[config.mk]
export PLATFORM = sky130hd
export DESIGN_NAME = thruster_fuel_meter_pwm
export DESIGN_NICKNAME = d
export VERILOG_FILES = /design/src/sv/tfm_pkg.sv /design/src/sv/tfm_ctrl.sv /design/src/sv/tfm_dp.sv /design/src/sv/thruster_fuel_meter_pwm.sv
export SDC_FILE = /design/constraint.sdc
export NUM_CORES = 1
export LEC_CHECK = 0
export ABC_AREA = 1
export BUFFER_PORTS_ARGS = -buffer_cell sky130_fd_sc_hd__buf_2
export CAP_MARGIN = 40
export CORE_UTILIZATION = 55
export CTS_CLUSTER_DIAMETER = 100
export DETAILED_ROUTE_END_ITERATION = 10
export GPL_ROUTABILITY_DRIVEN = 0
export PLACE_DENSITY = 0.73
export SLEW_MARGIN = 20
export SYNTH_ARGS = -nofsm -noshare
export SYNTH_HDL_FRONTEND = slang
export SYNTH_SLANG_ARGS = --single-unit
[constraint.sdc]
create_clock -name i_clk -period 19.7 [get_ports i_clk]
set_input_delay 0 -clock i_clk [delete_from_list [all_inputs] [get_ports i_clk]]
set_output_delay 0 -clock i_clk [all_outputs]
set_load 0.02 [all_outputs]
[src/sv/tfm_pkg.sv]
// Shared types and constants for the thruster fuel meter and PWM block.
package tfm_pkg;

    localparam int unsigned FULL_FUEL_RESET = 32'd210240000;
    localparam int unsigned MS_PER_SEC      = 1000;
    localparam int unsigned THRUSTERS       = 4;
    localparam int unsigned SPENT_W         = 38;
    localparam int unsigned DIV_STEPS       = SPENT_W;
    localparam int unsigned CNT_W           = 6;

    typedef enum logic [2:0] {
        ST_IDLE,
        ST_MUL,
        ST_ADJ,
        ST_DIV,
        ST_FIN
    } t_state;

    typedef struct packed {
        logic load;
        logic mul;
        logic adj;
        logic div_step;
        logic finish;
    } t_dp_cmd;

    typedef struct packed {
        logic div_last;
        logic out_free;
    } t_dp_status;

endpackage

[src/sv/tfm_ctrl.sv]
// Controller state machine that sequences one update through the datapath.
module tfm_ctrl (
    input  logic                i_clk,
    input  logic                i_rst_n,
    input  logic                i_in_valid,
    output logic                o_in_ready,
    input  tfm_pkg::t_dp_status i_status,
    output tfm_pkg::t_dp_cmd    o_cmd
);

    tfm_pkg::t_state r_state;
    tfm_pkg::t_state n_state;

    always_ff @(posedge i_clk) begin
        if (!i_rst_n) begin
            r_state <= tfm_pkg::ST_IDLE;
        end else begin
            r_state <= n_state;
        end
    end

    always_comb begin
        n_state = r_state;
        unique case (r_state)
            tfm_pkg::ST_IDLE: begin
                if (i_in_valid) begin
                    n_state = tfm_pkg::ST_MUL;
                end
            end
            tfm_pkg::ST_MUL: n_state = tfm_pkg::ST_ADJ;
            tfm_pkg::ST_ADJ: n_state = tfm_pkg::ST_DIV;
            tfm_pkg::ST_DIV: begin
                if (i_status.div_last) begin
                    n_state = tfm_pkg::ST_FIN;
                end
            end
            tfm_pkg::ST_FIN: begin
                if (i_status.out_free) begin
                    n_state = tfm_pkg::ST_IDLE;
                end
            end
            default: n_state = tfm_pkg::ST_IDLE;
        endcase
    end

    always_comb begin
        o_in_ready = 1'b0;
        o_cmd      = '0;
        unique case (r_state)
            tfm_pkg::ST_IDLE: begin
                o_in_ready = 1'b1;
                o_cmd.load = i_in_valid;
            end
            tfm_pkg::ST_MUL: o_cmd.mul      = 1'b1;
            tfm_pkg::ST_ADJ: o_cmd.adj      = 1'b1;
            tfm_pkg::ST_DIV: o_cmd.div_step = 1'b1;
            tfm_pkg::ST_FIN: o_cmd.finish   = i_status.out_free;
            default: o_cmd = '0;
        endcase
    end

endmodule

[src/sv/tfm_dp.sv]
// Datapath: consumption product, residual drain, bit-serial divider and result register.
module tfm_dp (
    input  logic                i_clk,
    input  logic                i_rst_n,
    input  tfm_pkg::t_dp_cmd    i_cmd,
    output tfm_pkg::t_dp_status o_status,
    input  logic                i_cfg_valid,
    input  logic [31:0]         i_cfg_data,
    input  logic [63:0]         i_in_data,
    input  logic                i_in_user,
    output logic                o_out_valid,
    input  logic                i_out_ready,
    output logic [47:0]         o_out_data,
    output logic                o_out_user
);

    localparam int unsigned SW = tfm_pkg::SPENT_W;

    // Control and architectural state.
    logic [31:0] r_full_fuel;
    logic [31:0] r_residual;
    logic [15:0] r_held;
    logic        r_out_valid;

    // Captured update.
    logic [31:0] r_elapsed;
    logic        r_new_valid;
    logic [3:0]  r_new_dirs;
    logic [3:0]  r_new_mag;
    logic [7:0]  r_new_dur;
    logic [15:0] r_fuel_in;

    // Working registers.
    logic [SW-1:0]                r_spent;
    logic                         r_expire;
    logic                         r_used_one;
    logic [SW-1:0]                r_quo;
    logic [31:0]                  r_rem;
    logic [tfm_pkg::CNT_W-1:0]    r_div_cnt;

    // Result register.
    logic [47:0] r_out_data;
    logic        r_out_user;

    logic [2:0]  w_active;
    logic [5:0]  w_rate;
    logic [17:0] w_hold_ms;
    logic [31:0] w_unit;
    logic [32:0] w_rem_sh;
    logic        w_q_bit;
    logic [31:0] w_rem_sub;
    logic [SW:0] w_used;
    logic [15:0] w_fuel_out;
    logic [15:0] w_held_next;
    logic [7:0]  w_pwm;

    assign w_active  = 3'($countones(r_held[3:0]));
    assign w_rate    = 6'(w_active) * 6'(r_held[7:4]);
    assign w_hold_ms = 18'(tfm_pkg::MS_PER_SEC) * 18'(r_held[15:8]);
    // A zero register value divides as one.
    assign w_unit    = (r_full_fuel == 32'd0) ? 32'd1 : r_full_fuel;

    // One restoring divide step: shift in the next dividend bit and try the subtract.
    assign w_rem_sh  = {r_rem, r_quo[SW-1]};
    assign w_rem_sub = 32'(w_rem_sh - {1'b0, w_unit});
    assign w_q_bit   = (w_rem_sh >= {1'b0, w_unit});

    assign w_used     = {1'b0, r_quo} + (SW+1)'(r_used_one);
    assign w_fuel_out = (w_used >= (SW+1)'(r_fuel_in)) ? 16'd0
                                                        : r_fuel_in - w_used[15:0];

    always_comb begin
        w_held_next = r_held;
        if (r_new_valid) begin
            w_held_next = {r_new_dur, r_new_mag, r_new_dirs};
        end else if (r_expire) begin
            w_held_next = '0;
        end
    end

    assign w_pwm = {w_held_next[7:4], 4'd0};

    always_ff @(posedge i_clk) begin
        if (!i_rst_n) begin
            r_full_fuel <= tfm_pkg::FULL_FUEL_RESET;
            r_residual  <= tfm_pkg::FULL_FUEL_RESET;
            r_held      <= '0;
            r_out_valid <= 1'b0;
        end else begin
            if (i_cfg_valid) begin
                r_full_fuel <= i_cfg_data;
            end
            if (i_cmd.adj && (r_spent >= SW'(r_residual))) begin
                r_residual <= r_full_fuel;
            end else if (i_cmd.finish) begin
                r_residual <= r_residual - r_rem;
            end
            if (i_cmd.finish) begin
                r_held      <= w_held_next;
                r_out_valid <= 1'b1;
            end else if (i_out_ready) begin
                r_out_valid <= 1'b0;
            end
        end
    end

    always_ff @(posedge i_clk) begin
        if (i_cmd.load) begin
            r_elapsed   <= i_in_data[31:0];
            r_new_dirs  <= i_in_data[35:32];
            r_new_mag   <= i_in_data[39:36];
            r_new_dur   <= i_in_data[47:40];
            r_fuel_in   <= i_in_data[63:48];
            r_new_valid <= i_in_user;
        end
        if (i_cmd.mul) begin
            r_spent  <= SW'(r_elapsed) * SW'(w_rate);
            r_expire <= (r_elapsed >= 32'(w_hold_ms));
        end
        if (i_cmd.adj) begin
            r_rem     <= '0;
            r_div_cnt <= tfm_pkg::CNT_W'(tfm_pkg::DIV_STEPS - 1);
            if (r_spent >= SW'(r_residual)) begin
                r_quo      <= r_spent - SW'(r_residual);
                r_used_one <= 1'b1;
            end else begin
                r_quo      <= r_spent;
                r_used_one <= 1'b0;
            end
        end
        if (i_cmd.div_step) begin
            r_rem     <= w_q_bit ? w_rem_sub : w_rem_sh[31:0];
            r_quo     <= {r_quo[SW-2:0], w_q_bit};
            r_div_cnt <= r_div_cnt - tfm_pkg::CNT_W'(1);
        end
        if (i_cmd.finish) begin
            r_out_data <= {w_held_next[3] ? w_pwm : 8'd0,
                           w_held_next[2] ? w_pwm : 8'd0,
                           w_held_next[1] ? w_pwm : 8'd0,
                           w_held_next[0] ? w_pwm : 8'd0,
                           w_fuel_out};
            r_out_user <= r_new_valid;
        end
    end

    assign o_status.div_last = (r_div_cnt == '0);
    assign o_status.out_free = !r_out_valid || i_out_ready;
    assign o_out_valid       = r_out_valid;
    assign o_out_data        = r_out_data;
    assign o_out_user        = r_out_user;

endmodule

[src/sv/thruster_fuel_meter_pwm.sv]
// The block works on one update at a time; the bit-serial divider by full_fuel retires
// one quotient bit a cycle. A new input is taken while the previous result still waits
// in the output register. Reset (i_rst_n low, synchronous) clears the held command,
// reloads the residual and full_fuel to 210240000 and empties the output register.
module thruster_fuel_meter_pwm (
    input  logic        i_clk,
    input  logic        i_rst_n,
    // Configuration write channel: full_fuel.
    input  logic        i_cfg_valid,
    output logic        o_cfg_ready,
    input  logic [31:0] i_cfg_data,
    // Update input stream.
    input  logic        s_axis_tvalid,
    output logic        s_axis_tready,
    // [31:0] elapsed_ms, [35:32] new_dirs, [39:36] new_mag, [47:40] new_dur,
    // [63:48] fuel_in.
    input  logic [63:0] s_axis_tdata,
    // [0] new_valid.
    input  logic        s_axis_tuser,
    // Result output stream.
    output logic        m_axis_tvalid,
    input  logic        m_axis_tready,
    // [15:0] fuel_out, [23:16] pwm_left, [31:24] pwm_right, [39:32] pwm_up,
    // [47:40] pwm_down.
    output logic [47:0] m_axis_tdata,
    // [0] cmd_taken.
    output logic        m_axis_tuser
);

    tfm_pkg::t_dp_cmd    w_cmd;
    tfm_pkg::t_dp_status w_status;

    // Always ready; the user changes the register only while idle, unchecked.
    assign o_cfg_ready = 1'b1;

    // The controller walks each update through multiply, residual drain, the
    // divide loop and the final fuel and command update.
    tfm_ctrl u_ctrl (
        .i_clk      (i_clk),
        .i_rst_n    (i_rst_n),
        .i_in_valid (s_axis_tvalid),
        .o_in_ready (s_axis_tready),
        .i_status   (w_status),
        .o_cmd      (w_cmd)
    );

    // The datapath holds the state, the divider and the output register.
    tfm_dp u_dp (
        .i_clk       (i_clk),
        .i_rst_n     (i_rst_n),
        .i_cmd       (w_cmd),
        .o_status    (w_status),
        .i_cfg_valid (i_cfg_valid),
        .i_cfg_data  (i_cfg_data),
        .i_in_data   (s_axis_tdata),
        .i_in_user   (s_axis_tuser),
        .o_out_valid (m_axis_tvalid),
        .i_out_ready (m_axis_tready),
        .o_out_data  (m_axis_tdata),
        .o_out_user  (m_axis_tuser)
    );

`ifndef SYNTHESIS
    // Once a transaction is accepted, no other is taken until it is processed.
    a_busy_after_accept: assert property (@(posedge i_clk) disable iff (!i_rst_n)
        (s_axis_tvalid && s_axis_tready) |=> !s_axis_tready)
        else $error("input accepted twice in a row");

    // A result is written only into a free output register.
    a_finish_free: assert property (@(posedge i_clk) disable iff (!i_rst_n)
        w_cmd.finish |-> w_status.out_free)
        else $error("result overwrote a pending output");

    // Every finished update presents a result in the next cycle.
    a_finish_out: assert property (@(posedge i_clk) disable iff (!i_rst_n)
        w_cmd.finish |=> m_axis_tvalid)
        else $error("finished update produced no output");
`endif

endmodule

==> results.cfg <==
[run_status]
status = completed

[worst_setup_path]
rrSetupSlack_ns = 12.39
worst_path_largest_cell_delay_ns = 0.56
cpMostUsedCell = nand2_1
worstSetupPathType = flip-flop to flip-flop
r2r_cells = 31
cp-start-kind = flip-flop
timing.rr.start = u_dp.r_held[2]
crit_required_ns = 20.02
crit_arrival_ns = 7.62
worstReg2RegEnd = u_dp.r_spent[29]
crit_slowest_cell = fa_1
end_kind = flip-flop
cp_max_fo = 31

[logic_synthesis]
synth_edf_count = 214
yosys.cell_types.count = 52
syn_avg_cell_area_um2 = 7.47
synth-async-reset-ratio_pct = 0
ys.flop_type = edfxtp_1
ys_ff_latch = 298
ys_seq_area_share_pct = 28.6
synth.cell_area_um2 = 28400
syn_inst = 3798
yosys_warnings = 0

[route]
post_drt_via_cell_ratio = 5.57
wl_met3_um = 7290
met2_length_um = 36600
drt-pass1-iter-count = 6
wl_um = 81100
maxUsedRoutingLayer = met4
drt-met1-wl_um = 34100
antenna_left = 0
num_vias = 26380
drtIter0Drc = 2360
drcViolationCount = 0
wl_per_cell_um = 17.1

[cells_and_area]
diodes = 0
seqCellArea_um2 = 8110
syn_to_final_growth_pct = 13.3
fin_nets = 4526
multi_input_area_um2 = 17600
nFillCells = 4561
layout-drive-gt1-share_pct = 7.31

[pwr]
max-vdd-ir-drop_mv = 0.0768
powerDensity_nw_per_um2 = 125
p_leak_uw = 0.0146

[timing]
clock_skew_ns = 0.0299
fin_crit_ns = 7.31
final_hold_viol_count = 0
setup_tns_ns = 0
grt_setup_unrepaired = false
worst_pin_slew_ns = 0.777
max_freq_ghz = 0.137
finalCritPeriodShare_pct = 37.1
slew_headroom_pct = 48.1
setup_ws_ns = 12.39
finalSetupViolCount = 0
slew_violations = 0

[die]
start_util_pct = 56.1
die_y_um = 229
placementRows = 82
dieArea_um2 = 52500
core-area_um2 = 50600
ios = 154
die_x_um = 229

[placed_design]
pre_cts_ws_ns = 12.50
port_buffers = 136
dp.final_hpwl_um = 63100

[clock_network]
cts.path.max_buffers = 3
root_buffer = clkbuf_16
path_clk_slew_ns = 0.06
h-tree-depth = 2
clkLatencyLatePin_ns = 0.58
cts_buffers = 37
clock-sinks = 298
ctsResizeCount = 0
tritoncts = built

[global_routing]
grt_pass1_wl_um = 129000
grt_max_degree = 88
grt_pass1_vias = 24713
grt-ovfl-total = 0
grt_usage_pct = 30.9
antenna_found_initial = 0

[min_path]
hold_class = primary input to flip-flop
hp-start = s_axis_tdata[51]
hold_path_depth = 2
holdPathEnd = u_dp.r_fuel_in[3]

[run]
maxCapViolations = 0
worst max-delay path, delay by kind of cell, from the launching register on:
kind,cells,cell delay (ns)
compound gates,5,1.29
fa+ha+maj,9,3.76
buf+inv,6,0.67
flops,1,0.31
simple gates,10,0.84
xor+xnor,1,0.16
layout by cell type (no fill, tap or decap), types with 12 or more instances in the layout:
| master | netlist | routed |
|---|---|---|
| o21ai_1 | 12 | 12 |
| clkbuf_16 | 0 | 37 |
| edfxtp_1 | 214 | 214 |
| nor2_1 | 439 | 437 |
| nand2_1 | 804 | 804 |
| a21o_1 | 18 | 18 |
| o21bai_1 | 12 | 12 |
| a21oi_1 | 269 | 269 |
| xor2_1 | 84 | 83 |
| nor2_4 | 11 | 13 |
| nor3_1 | 54 | 52 |
| conb_1 | 2 | 17 |
| nor4_1 | 15 | 15 |
| inv_1 | 617 | 617 |
| nor3_2 | 13 | 14 |
| o21ai_0 | 266 | 266 |
| or2_2 | 21 | 21 |
| nand3_1 | 181 | 181 |
| nor2_2 | 12 | 12 |
| nand4_1 | 45 | 45 |
| buf_4 | 19 | 18 |
| xnor2_1 | 48 | 48 |
| fa_1 | 151 | 151 |
| dfxtp_1 | 84 | 84 |
| a31oi_1 | 12 | 12 |
| ha_1 | 235 | 235 |
| dlygate4sd3_1 | 0 | 120 |
| buf_2 | 12 | 136 |
| o211ai_1 | 16 | 16 |
synthesized netlist by cell type (13+ instances only):
cell,n,area share [%]
nor3_1,54,0.95
nor3_2,13,0.46
nand3_1,181,3.2
xnor2_1,48,1.5
nand4_1,45,0.99
nor2_1,439,5.8
nand2_1,804,11
a21oi_1,269,4.7
inv_1,617,8.2
ha_1,235,10
xor2_1,84,2.6
clkbuf_1,53,0.70
a21o_1,18,0.48
edfxtp_1,214,23
or2_2,21,0.46
dfxtp_1,84,5.9
o211ai_1,16,0.42
o21ai_0,266,4.7
buf_4,19,0.50
fa_1,151,11
nor4_1,15,0.33
worst max path at each step:
| stage | from | endpoint | slack, ns | cells past startpoint |
|---|---|---|---|---|
| 4_1_cts | u_dp.r_held[2] | u_dp.r_spent[29] | 12.43 | 31 |
| 2_1_floorplan | u_dp.r_held[2] | u_dp.r_spent[29] | 13.05 | 30 |
| 6_report | u_dp.r_held[2] | u_dp.r_spent[29] | 12.39 | 31 |
| 5_1_grt | u_dp.r_held[2] | u_dp.r_spent[29] | 11.91 | 31 |
| 3_5_place_dp | u_dp.r_held[2] | u_dp.r_spent[29] | 12.50 | 31 |
| 3_3_place_gp | u_dp.r_held[2] | u_dp.r_spent[29] | 12.61 | 31 |
timing repair:
item / 4_1_cts / 5_1_grt
hold endpoints to repair: 104 / 0
hold buffers: 120 / 0
buffers inserted: 0 / 0
layer usage:
| layer | GRT usage (%) | vias to the layer above |
|---|---|---|
| met4 | 10.7 | 0 |
| li1 | - | 12775 |
| met2 | 50.1 | 1148 |
| met5 | 0 | - |
| met3 | 5.58 | 181 |
| met1 | 41.3 | 12276 |
logic make-up after synthesis:
group | after synthesis | synth area share (%)
compound gates | 636 | 12.0
xor+xnor | 132 | 4.07
fa+ha+maj | 386 | 21.0
buf+inv | 716 | 9.86
flops | 298 | 28.6
other cells | 2 | 0.0265
simple gates | 1628 | 24.5
state kept, by name, indices dropped and copies added, names as in the netlist, 3 cells and up:
signal,count
u_dp.r_div_cnt,6
u_dp.r_rem,32
u_dp.r_new_mag,4
u_ctrl.r_state,3
u_dp.o_out_data,32
u_dp.r_fuel_in,16
u_dp.r_quo,38
u_dp.r_residual,32
u_dp.r_full_fuel,32
u_dp.r_new_dur,8
u_dp.r_held,16
u_dp.r_elapsed,32
u_dp.r_new_dirs,4
u_dp.r_spent,38
through the flow:
stage               hold WS, ns  util, %  instance area [um^2]  std cells  total power, uW
floorplan                0.0989        -                 28400       3813             2660
global placement          0.177     58.7                 29700       4547             3230
detailed placement        0.178     58.8                 29700       4549             3260
CTS                       0.114     63.5                 32100       4735             3970
global route              0.140     63.6                 32200       4737             4340
finish                    0.140     63.6                 32200       4737             4030
power breakdown:
group          switching, uW  internal, uW  leakage [uW]
logic                   1490           752        0.0114
registers                188           925       0.00269
clock network            282           395      0.000566
total                   1960          2070        0.0146
area by class of cell:
cell class,count,area share [%]
Clock inverter,17,0.553
Multi-Input combinational cell,2799,54.7
Clock buffer,49,3.08
Sequential cell,298,25.2
Timing Repair Buffer,278,6.58
Inverter,624,7.29
Tap cell,672,2.62
(Power assumes the default switching activity.)
